## config.mk

```make
export PLATFORM = sky130hd
export DESIGN_NAME = bmp_pixel_array_decoder
export DESIGN_NICKNAME = d
export VERILOG_FILES = /design/src/rtl/core/bmpd_pkg.sv /design/src/rtl/core/bmpd_cfg.sv /design/src/rtl/core/bmpd_decode.sv /design/src/rtl/core/bmpd_fifo.sv /design/src/rtl/core/bmp_pixel_array_decoder.sv
export SDC_FILE = /design/constraint.sdc
export NUM_CORES = 1
export LEC_CHECK = 0
export BUFFER_PORTS_ARGS = -buffer_cell sky130_fd_sc_hd__buf_4
export CORE_MARGIN = 5
export CORE_UTILIZATION = 27
export CTS_CLUSTER_SIZE = 16
export DETAILED_ROUTE_END_ITERATION = 8
export GPL_ROUTABILITY_DRIVEN = 0
export PLACE_DENSITY = 0.43
export SETUP_SLACK_MARGIN = 0.4
export SKIP_LAST_GASP = 1
export SYNTH_ARGS = -nofsm -noshare
export SYNTH_HDL_FRONTEND = slang
export SYNTH_HIERARCHICAL = 1
export SYNTH_SLANG_ARGS = --single-unit
```

## constraint.sdc

```tcl
create_clock -name aclk -period 19.7 [get_ports aclk]
set_input_delay 3.94 -clock aclk [delete_from_list [all_inputs] [get_ports aclk]]
set_output_delay 3.94 -clock aclk [all_outputs]
set_load 0.005 [all_outputs]
```

## src/rtl/core/bmpd_pkg.sv

```systemverilog
// Shared types and constants for the bitmap pixel array decoder.
package bmpd_pkg;

    localparam int MAX_WIDTH  = 4096;
    localparam int MAX_HEIGHT = 4096;
    localparam int DIM_W      = 13;   // register width of width/height
    localparam int POS_W      = 12;   // column/row output width
    localparam int BYTE_POS_W = 15;   // bytes per padded row, up to 4*MAX_WIDTH
    localparam int FIFO_DEPTH = 4;
    localparam int FIFO_AW    = $clog2(FIFO_DEPTH);
    localparam int FIFO_CW    = $clog2(FIFO_DEPTH + 1);

    typedef enum logic [1:0] {
        DEPTH_4BPP  = 2'd0,
        DEPTH_8BPP  = 2'd1,
        DEPTH_24BPP = 2'd2,
        DEPTH_32BPP = 2'd3
    } depth_t;

    typedef enum logic [1:0] {
        REG_PIXEL_DEPTH  = 2'd0,
        REG_IMAGE_WIDTH  = 2'd1,
        REG_IMAGE_HEIGHT = 2'd2
    } reg_index_t;

    // Frame geometry derived from the registers
    typedef struct packed {
        depth_t                  depth;
        logic [DIM_W-1:0]        width;
        logic [DIM_W-1:0]        height;
        logic [BYTE_POS_W-1:0]   data_bytes;
        logic [BYTE_POS_W-1:0]   padded_bytes;
        logic                    restart;
    } geom_t;

    typedef struct packed {
        logic [7:0]       red;
        logic [7:0]       green;
        logic [7:0]       blue;
        logic [POS_W-1:0] column;
        logic [POS_W-1:0] row;
        logic             end_of_row;
        logic             end_of_frame;
        logic             last_of_run;
    } pixel_t;

    // Pixels produced by one byte: zero, one or two
    typedef struct packed {
        logic [1:0] count;
        pixel_t     pix1;
        pixel_t     pix0;
    } push_t;

    function automatic logic [DIM_W-1:0] clamp_dim(input logic [DIM_W-1:0] v,
                                                   input logic [DIM_W-1:0] maxv);
        logic [DIM_W-1:0] r;
        if (v == '0)
            r = DIM_W'(1);
        else if (v > maxv)
            r = maxv;
        else
            r = v;
        return r;
    endfunction

endpackage

```

## src/rtl/core/bmpd_cfg.sv

```systemverilog
// Configuration registers and row geometry of the bitmap decoder.
module bmpd_cfg (
    input  logic                      aclk,
    input  logic                      aresetn,
    input  logic                      cfg_valid,
    output logic                      cfg_ready,
    input  logic [1:0]                cfg_addr,
    input  logic [bmpd_pkg::DIM_W-1:0] cfg_wdata,
    output bmpd_pkg::geom_t           geom
);
    import bmpd_pkg::*;

    depth_t           depth_reg;
    logic [DIM_W-1:0] width_reg;
    logic [DIM_W-1:0] height_reg;

    logic             wr;
    logic             restart;
    logic [DIM_W-1:0] w;
    logic [BYTE_POS_W-1:0] w_ext;
    logic [BYTE_POS_W-1:0] data_bytes;
    logic [BYTE_POS_W-1:0] padded;

    assign cfg_ready = 1'b1;
    assign wr        = cfg_valid && cfg_ready;
    // a write to a listed register clears the frame position on the same edge
    assign restart   = wr && (cfg_addr == REG_PIXEL_DEPTH || cfg_addr == REG_IMAGE_WIDTH
                              || cfg_addr == REG_IMAGE_HEIGHT);

    always_ff @(posedge aclk) begin
        if (!aresetn) begin
            depth_reg   <= DEPTH_24BPP;
            width_reg   <= DIM_W'(1);
            height_reg  <= DIM_W'(1);
        end else begin
            if (wr) begin
                unique case (reg_index_t'(cfg_addr))
                    REG_PIXEL_DEPTH: begin
                        depth_reg   <= depth_t'(cfg_wdata[1:0]);
                    end
                    REG_IMAGE_WIDTH: begin
                        width_reg   <= cfg_wdata;
                    end
                    REG_IMAGE_HEIGHT: begin
                        height_reg  <= cfg_wdata;
                    end
                    default: ;
                endcase
            end
        end
    end

    assign w     = clamp_dim(width_reg, DIM_W'(MAX_WIDTH));
    assign w_ext = BYTE_POS_W'(w);

    always_comb begin
        unique case (depth_reg)
            DEPTH_4BPP:  data_bytes = (w_ext + BYTE_POS_W'(1)) >> 1;
            DEPTH_8BPP:  data_bytes = w_ext;
            DEPTH_24BPP: data_bytes = w_ext + (w_ext << 1);
            DEPTH_32BPP: data_bytes = w_ext << 2;
            default:     data_bytes = w_ext;
        endcase
    end

    // round up to a whole 32-bit word
    assign padded = (data_bytes + BYTE_POS_W'(3)) & ~BYTE_POS_W'(3);

    assign geom.depth        = depth_reg;
    assign geom.width        = w;
    assign geom.height       = clamp_dim(height_reg, DIM_W'(MAX_HEIGHT));
    assign geom.data_bytes   = data_bytes;
    assign geom.padded_bytes = padded;
    assign geom.restart      = restart;

endmodule

```

## src/rtl/core/bmpd_decode.sv

```systemverilog
// Byte position tracking and pixel assembly for each accepted byte.
module bmpd_decode (
    input  logic              aclk,
    input  logic              aresetn,
    input  bmpd_pkg::geom_t   geom,
    input  logic              accept,
    input  logic [7:0]        data_byte,
    output bmpd_pkg::push_t   push
);
    import bmpd_pkg::*;

    logic [BYTE_POS_W-1:0] byte_in_row_reg, byte_in_row_next;
    logic [15:0]           held_reg, held_next;
    logic [1:0]            sub_reg, sub_next;       // byte within a 24-bit pixel
    logic [DIM_W-1:0]      column_reg, column_next;
    logic [DIM_W-1:0]      row_reg, row_next;
    logic                  frame_done_reg, frame_done_next;

    logic [DIM_W-1:0]      col_p1, col_p2, row_p1;
    logic                  last_row;
    logic [BYTE_POS_W-1:0] bir_p1;
    logic [1:0]            sub;
    logic [3:0]            hi, lo;

    assign col_p1   = column_reg + DIM_W'(1);
    assign col_p2   = column_reg + DIM_W'(2);
    assign row_p1   = row_reg + DIM_W'(1);
    assign last_row = row_p1 >= geom.height;
    assign bir_p1   = byte_in_row_reg + BYTE_POS_W'(1);
    assign sub      = (geom.depth == DEPTH_32BPP) ? byte_in_row_reg[1:0] : sub_reg;
    assign hi       = data_byte[7:4];
    assign lo       = data_byte[3:0];

    always_comb begin
        byte_in_row_next = byte_in_row_reg;
        held_next        = held_reg;
        sub_next         = sub_reg;
        column_next      = column_reg;
        row_next         = row_reg;
        frame_done_next  = frame_done_reg;

        push.count = 2'd0;
        push.pix0  = '0;
        push.pix1  = '0;
        push.pix0.column       = column_reg[POS_W-1:0];
        push.pix0.row          = row_reg[POS_W-1:0];
        push.pix0.end_of_row   = col_p1 >= geom.width;
        push.pix0.end_of_frame = (col_p1 >= geom.width) && last_row;
        push.pix1.column       = col_p1[POS_W-1:0];
        push.pix1.row          = row_reg[POS_W-1:0];
        push.pix1.end_of_row   = col_p2 >= geom.width;
        push.pix1.end_of_frame = (col_p2 >= geom.width) && last_row;
        push.pix1.last_of_run  = 1'b1;

        if (accept && !frame_done_reg) begin
            if (byte_in_row_reg < geom.data_bytes) begin
                unique case (geom.depth)
                    DEPTH_4BPP: begin
                        push.pix0.red   = {4'd0, hi};
                        push.pix0.green = {4'd0, hi};
                        push.pix0.blue  = {4'd0, hi};
                        push.pix1.red   = {4'd0, lo};
                        push.pix1.green = {4'd0, lo};
                        push.pix1.blue  = {4'd0, lo};
                        // spare low nibble of an odd-width row is dropped
                        if (col_p1 < geom.width) begin
                            push.count  = 2'd2;
                            column_next = col_p2;
                        end else begin
                            push.count  = 2'd1;
                            column_next = col_p1;
                        end
                    end
                    DEPTH_8BPP: begin
                        push.pix0.red   = data_byte;
                        push.pix0.green = data_byte;
                        push.pix0.blue  = data_byte;
                        push.count      = 2'd1;
                        column_next     = col_p1;
                    end
                    DEPTH_24BPP, DEPTH_32BPP: begin
                        unique case (sub)
                            2'd0: held_next[7:0]  = data_byte;
                            2'd1: held_next[15:8] = data_byte;
                            2'd2: begin
                                push.pix0.red   = data_byte;
                                push.pix0.green = held_reg[15:8];
                                push.pix0.blue  = held_reg[7:0];
                                push.count      = 2'd1;
                                column_next     = col_p1;
                            end
                            default: ;  // reserved byte at 32 bpp
                        endcase
                        sub_next = (sub_reg == 2'd2) ? 2'd0 : sub_reg + 2'd1;
                    end
                    default: ;
                endcase
            end
            push.pix0.last_of_run = (push.count == 2'd1);

            byte_in_row_next = bir_p1;
            if (bir_p1 >= geom.padded_bytes) begin
                byte_in_row_next = '0;
                column_next      = '0;
                sub_next         = 2'd0;
                row_next         = row_p1;
                if (last_row)
                    frame_done_next = 1'b1;
            end
        end
    end

    always_ff @(posedge aclk) begin
        if (!aresetn || geom.restart) begin
            byte_in_row_reg <= '0;
            held_reg        <= '0;
            sub_reg         <= 2'd0;
            column_reg      <= '0;
            row_reg         <= '0;
            frame_done_reg  <= 1'b0;
        end else begin
            byte_in_row_reg <= byte_in_row_next;
            held_reg        <= held_next;
            sub_reg         <= sub_next;
            column_reg      <= column_next;
            row_reg         <= row_next;
            frame_done_reg  <= frame_done_next;
        end
    end

    a_col_in_row: assert property (@(posedge aclk) disable iff (!aresetn)
        (push.count != 2'd0) |-> (column_reg < geom.width))
        else $error("pixel column beyond image width");

    a_no_pixels_after_frame: assert property (@(posedge aclk) disable iff (!aresetn)
        frame_done_reg |-> (push.count == 2'd0))
        else $error("pixel produced after end of frame");

    a_frame_end_sets_done: assert property (@(posedge aclk) disable iff (!aresetn)
        (push.count == 2'd1 && push.pix0.end_of_frame && !geom.restart)
            |=> frame_done_reg || (byte_in_row_reg != '0))
        else $error("end of frame pixel inconsistent with frame state");

endmodule

```

## src/rtl/core/bmpd_fifo.sv

```systemverilog
// Pixel queue: takes up to two pixels per cycle, hands out one per cycle while out_ready is high.
module bmpd_fifo (
    input  logic              aclk,
    input  logic              aresetn,
    input  bmpd_pkg::push_t   push,
    output logic              room,      // space for two pixels
    output logic              out_valid,
    input  logic              out_ready,
    output bmpd_pkg::pixel_t  out_pixel
);
    import bmpd_pkg::*;

    pixel_t               mem [FIFO_DEPTH];
    logic [FIFO_AW-1:0]   wr_ptr_reg, wr_ptr_next;
    logic [FIFO_AW-1:0]   rd_ptr_reg, rd_ptr_next;
    logic [FIFO_CW-1:0]   count_reg, count_next;
    logic                 pop;
    logic [FIFO_AW-1:0]   wr_ptr_p1;

    assign pop       = out_valid && out_ready;
    assign out_valid = count_reg != '0;
    assign room      = count_reg <= FIFO_CW'(FIFO_DEPTH - 2);
    assign out_pixel = mem[rd_ptr_reg];
    assign wr_ptr_p1 = wr_ptr_reg + FIFO_AW'(1);

    always_comb begin
        wr_ptr_next = wr_ptr_reg + FIFO_AW'(push.count);
        rd_ptr_next = pop ? rd_ptr_reg + FIFO_AW'(1) : rd_ptr_reg;
        count_next  = count_reg + FIFO_CW'(push.count) - FIFO_CW'(pop);
    end

    always_ff @(posedge aclk) begin
        if (push.count != 2'd0)
            mem[wr_ptr_reg] <= push.pix0;
        if (push.count == 2'd2)
            mem[wr_ptr_p1] <= push.pix1;
    end

    always_ff @(posedge aclk) begin
        if (!aresetn) begin
            wr_ptr_reg <= '0;
            rd_ptr_reg <= '0;
            count_reg  <= '0;
        end else begin
            wr_ptr_reg <= wr_ptr_next;
            rd_ptr_reg <= rd_ptr_next;
            count_reg  <= count_next;
        end
    end

    a_count_bound: assert property (@(posedge aclk) disable iff (!aresetn)
        count_reg <= FIFO_CW'(FIFO_DEPTH))
        else $error("pixel queue overflow");

    a_push_has_room: assert property (@(posedge aclk) disable iff (!aresetn)
        (push.count != 2'd0) |-> room)
        else $error("pixels pushed without room");

    a_pop_drains: assert property (@(posedge aclk) disable iff (!aresetn)
        (pop && push.count == 2'd0) |=> (count_reg == $past(count_reg) - FIFO_CW'(1)))
        else $error("pixel queue count lost on pop");

endmodule

```

## src/rtl/core/bmp_pixel_array_decoder.sv

```systemverilog
// Top level of the bitmap pixel array decoder.
// Takes the pixel array of a bitmap one byte per request on s_* and returns
// pixels with their column and row on m_*. Bytes are taken one per clock while
// s_tready is high; each byte is decoded in the cycle it is accepted and its
// pixels land in a four-entry pixel queue that feeds the output one pixel per
// clock while m_tready is high. At 8, 24 and 32 bpp the block therefore
// sustains one byte per cycle; at 4 bpp each byte yields two pixels and the
// single-pixel output port sets the rate, holding s_tready low. A register
// write restarts the frame; bytes after the last row are accepted and
// dropped until the next write or reset.
module bmp_pixel_array_decoder (
    input  logic                      aclk,
    input  logic                      aresetn,
    // configuration writes
    input  logic                      cfg_valid,
    output logic                      cfg_ready,
    input  logic [1:0]                cfg_addr,
    input  logic [bmpd_pkg::DIM_W-1:0] cfg_wdata,
    // byte input
    input  logic                      s_tvalid,
    output logic                      s_tready,
    input  logic [7:0]                s_tdata,   // [7:0] data_byte
    // pixel output
    output logic                      m_tvalid,
    input  logic                      m_tready,
    output logic [47:0]               m_tdata,   // red, green, blue, column, row
    output logic [1:0]                m_tuser,   // end_of_row, last_of_run
    output logic                      m_tlast    // end_of_frame
);
    import bmpd_pkg::*;

    geom_t  geom;
    push_t  push;
    pixel_t pix;
    logic   room;

    bmpd_cfg u_cfg (
        .aclk      (aclk),
        .aresetn   (aresetn),
        .cfg_valid (cfg_valid),
        .cfg_ready (cfg_ready),
        .cfg_addr  (cfg_addr),
        .cfg_wdata (cfg_wdata),
        .geom      (geom)
    );

    assign s_tready = room;

    bmpd_decode u_decode (
        .aclk      (aclk),
        .aresetn   (aresetn),
        .geom      (geom),
        .accept    (s_tvalid && s_tready),
        .data_byte (s_tdata),
        .push      (push)
    );

    bmpd_fifo u_fifo (
        .aclk      (aclk),
        .aresetn   (aresetn),
        .push      (push),
        .room      (room),
        .out_valid (m_tvalid),
        .out_ready (m_tready),
        .out_pixel (pix)
    );

    assign m_tdata = {pix.row, pix.column, pix.blue, pix.green, pix.red};
    assign m_tuser = {pix.last_of_run, pix.end_of_row};
    assign m_tlast = pix.end_of_frame;

endmodule
```

==> run metrics <==
post-layout util 30.3%; All-Layer GR Usage 13.3%; Hold Buf Count CTS 0; post-route ant nets 0; Post-Synth Adder-Cell Area 5.94%; number of global-route vias before repair 12909; Post-synth ARST share 0%; reg2reg start u_cfg/width_reg[3]; final setup TNS 0 ns; Compound-Gate Fraction of Synth Area 8.77%; outcome complete, no violations; Die W 275 um; RR Endpoint u_fifo/mem[2][18]; Area contributors post-synth edfxtp_1 32%, mux2_2 12%, dfxtp_1 10%; # port buffers 80; clk root buf clkbuf_16; Hold EP u_cfg/height_reg[5]; PD cells 78.8 nW/um2; share of the synthesized area in the top cell type 32.2%; final hold vios 0; CTS tree built; CTS Buf Count 36; Ports 82; commonest cells after routing, fill and taps aside 204 x edfxtp_1, 195 x mux2_2, 164 x nand2_1; Worst Path Arrival 7.87 ns; Worst EP required 19.85 ns; max-cap violations 0; count of different cell masters after synthesis 87; Bufs on Longest Clock Path 3; setup bufs post-CTS 0; Setup violations, final 0; worst slack at placement 11.32 ns; yosys warns 6; Layout Area Growth over Synthesis 11.5%; Core Region 69900 um2; Routed wire per std cell 19.0 um; Syn Area/Cell 11.2 um2; Synth area leader edfxtp_1; XOR/XNOR Fraction of Synth Area 3.83%; Tcrit/Tclk final 39.2%; most common cell after layout, fill and taps aside edfxtp_1; initial antenna violation count 0; Die Y 275 um; H-tree levels 2; detailed placement HPWL 33.4 mm; Critical Setup Path Class primary input to flip-flop; share of cells above drive strength 1 25.6%; R2R cell count 21; slew of the pin with the lowest slew margin 1.28 ns; CP max FO 52; largest net degree at the start of global routing 55; clk slew on worst S/H paths 0.06 ns; clock latency on the worst-skew pair 0.54 ns; antenna cells 0; maximum vdd ir drop 44.5 uV; total wire length 50.6 mm; post-synth design cell area 19000 um2; CP Capture Type flip-flop; mux contribution to synthesized area 20.6%; Starting Density 27.2%; EDFF count, synth 204; skew final 0.0203 ns; clock sinks 301; DRT iter0 DRCs 711; Seq/Total Area, Yosys 42.4%; drt drc 0; hold path cells 2; Yosys reg bits 301; post-cts sizing count 0; total global routing overflow 0; Peak Freq 0.130 GHz; vias per cell 4.74; via count 12626; Synth Instances 1690; final setup margin 11.98 ns; final net count 1814; Max Slew Vio Count 0; hold path startpoint u_cfg/height_reg[5]; Worst Hold Class flip-flop to flip-flop; LEAKAGE 7.81 nW; crit start category primary input; max reg flops 204; row count 97; first-pass GRT wire length 78.6 mm; main combinational cell family by area after synthesis multiplexers; Die Area 75800 um2; flop2flop setup slack 12.08 ns; # fillers 7254; RSZ-0062 raised after global routing no; max_slew headroom 13.7%; Pre-antenna DRT Iters 6; min cycle time layout 7.72 ns; fraction of the mapped netlist area in simple logic gates 12.0%; Primary FF master, synth edfxtp_1
-- routing by layer --
layer  vias to the layer above  part of all wire, %  GRT usage, %
met5                         -                    0             0
met4                         0                  1.8          3.16
met3                        49                  3.3          1.88
met2                       195                   48          22.5
met1                      6225                   46          18.0
li1                       6157                    -             -
-- cell usage after synthesis, drive strengths merged (12+ instances only) --
cell type,count
a31oi,12
a21boi,27
nand3,36
nor2,88
nor3,23
dfxtp,97
clkbuf,44
mux2,212
ha,87
a21o,15
mux4,51
buf,100
o21ai,41
mux2i,33
xnor2,37
xor2,41
a21oi,76
o211ai,15
nand2,164
and3,13
edfxtp,204
nor2b,37
inv,82
-- layout make-up --
type	count	area, um2	area share [%]
flip-flops and latches	301	8070	38.1
multi-input cells	1175	9800	46.2
repair buffers	101	758	3.58
clock buffers	51	978	4.62
inverters	82	308	1.45
clock inverters	14	103	0.484
well taps	940	1180	5.55
-- worst max-delay path by stage --
stage	start	endpoint	slack [ns]	depth (start not counted)
4_1_cts	s_tvalid	u_fifo/mem[2][17]	11.90	11
3_5_place_dp	s_tvalid	u_fifo/mem[2][16]	11.32	11
3_3_place_gp	s_tvalid	u_fifo/mem[2][16]	11.40	11
5_1_grt	u_cfg/width_reg[3]	u_fifo/mem[2][18]	11.44	21
2_1_floorplan	s_tvalid	u_fifo/mem[0][0]	10.14	8
6_report	s_tvalid	u_fifo/mem[2][18]	11.98	11
-- cell families (layout without fill, tap and decap cells) --
logic type | count (synthesis) | in the layout
XOR/XNOR | 80 | 80
adder cells (fa/ha/maj) | 89 | 89
multiplexers | 296 | 296
AND/OR/NAND/NOR | 447 | 447
other | 4 | 16
AO/OA/AOI/OAI | 247 | 247
flip-flops | 301 | 301
buffers and inverters | 226 | 248
-- power by group --
group / internal [mW] / total (mW) / switching, mW
Clock: 0.361 / 0.627 / 0.266
Combinational: 0.165 / 0.333 / 0.167
Sequential: 0.691 / 0.710 / 0.0190
Total: 1.22 / 1.67 / 0.453
-- stage by stage --
| step | cell area [um2] | power (mW) | hold slack (ns) | cells |
|---|---|---|---|---|
| finish | 21200 | 1.67 | 0.482 | 2664 |
| floorplan | 19100 | 0.932 | 0.441 | 1702 |
| global route | 21200 | 1.76 | 0.505 | 2664 |
| CTS | 21200 | 1.71 | 0.482 | 2664 |
| global placement | 20100 | 1.07 | 0.464 | 2599 |
| detailed placement | 20100 | 1.07 | 0.473 | 2599 |
-- critical path, stage by stage --
cell,delay [ns]
buf_4,0.07
and2_1,0.18
and2b_1,0.48
o211ai_1,0.16
a21oi_1,0.29
o21ai_2,0.32
nor2_1,0.47
and4bb_2,0.32
buf_4,0.68
o21bai_4,0.25
buf_4,0.65
Note: power is estimated with default switching activity, not from simulation.
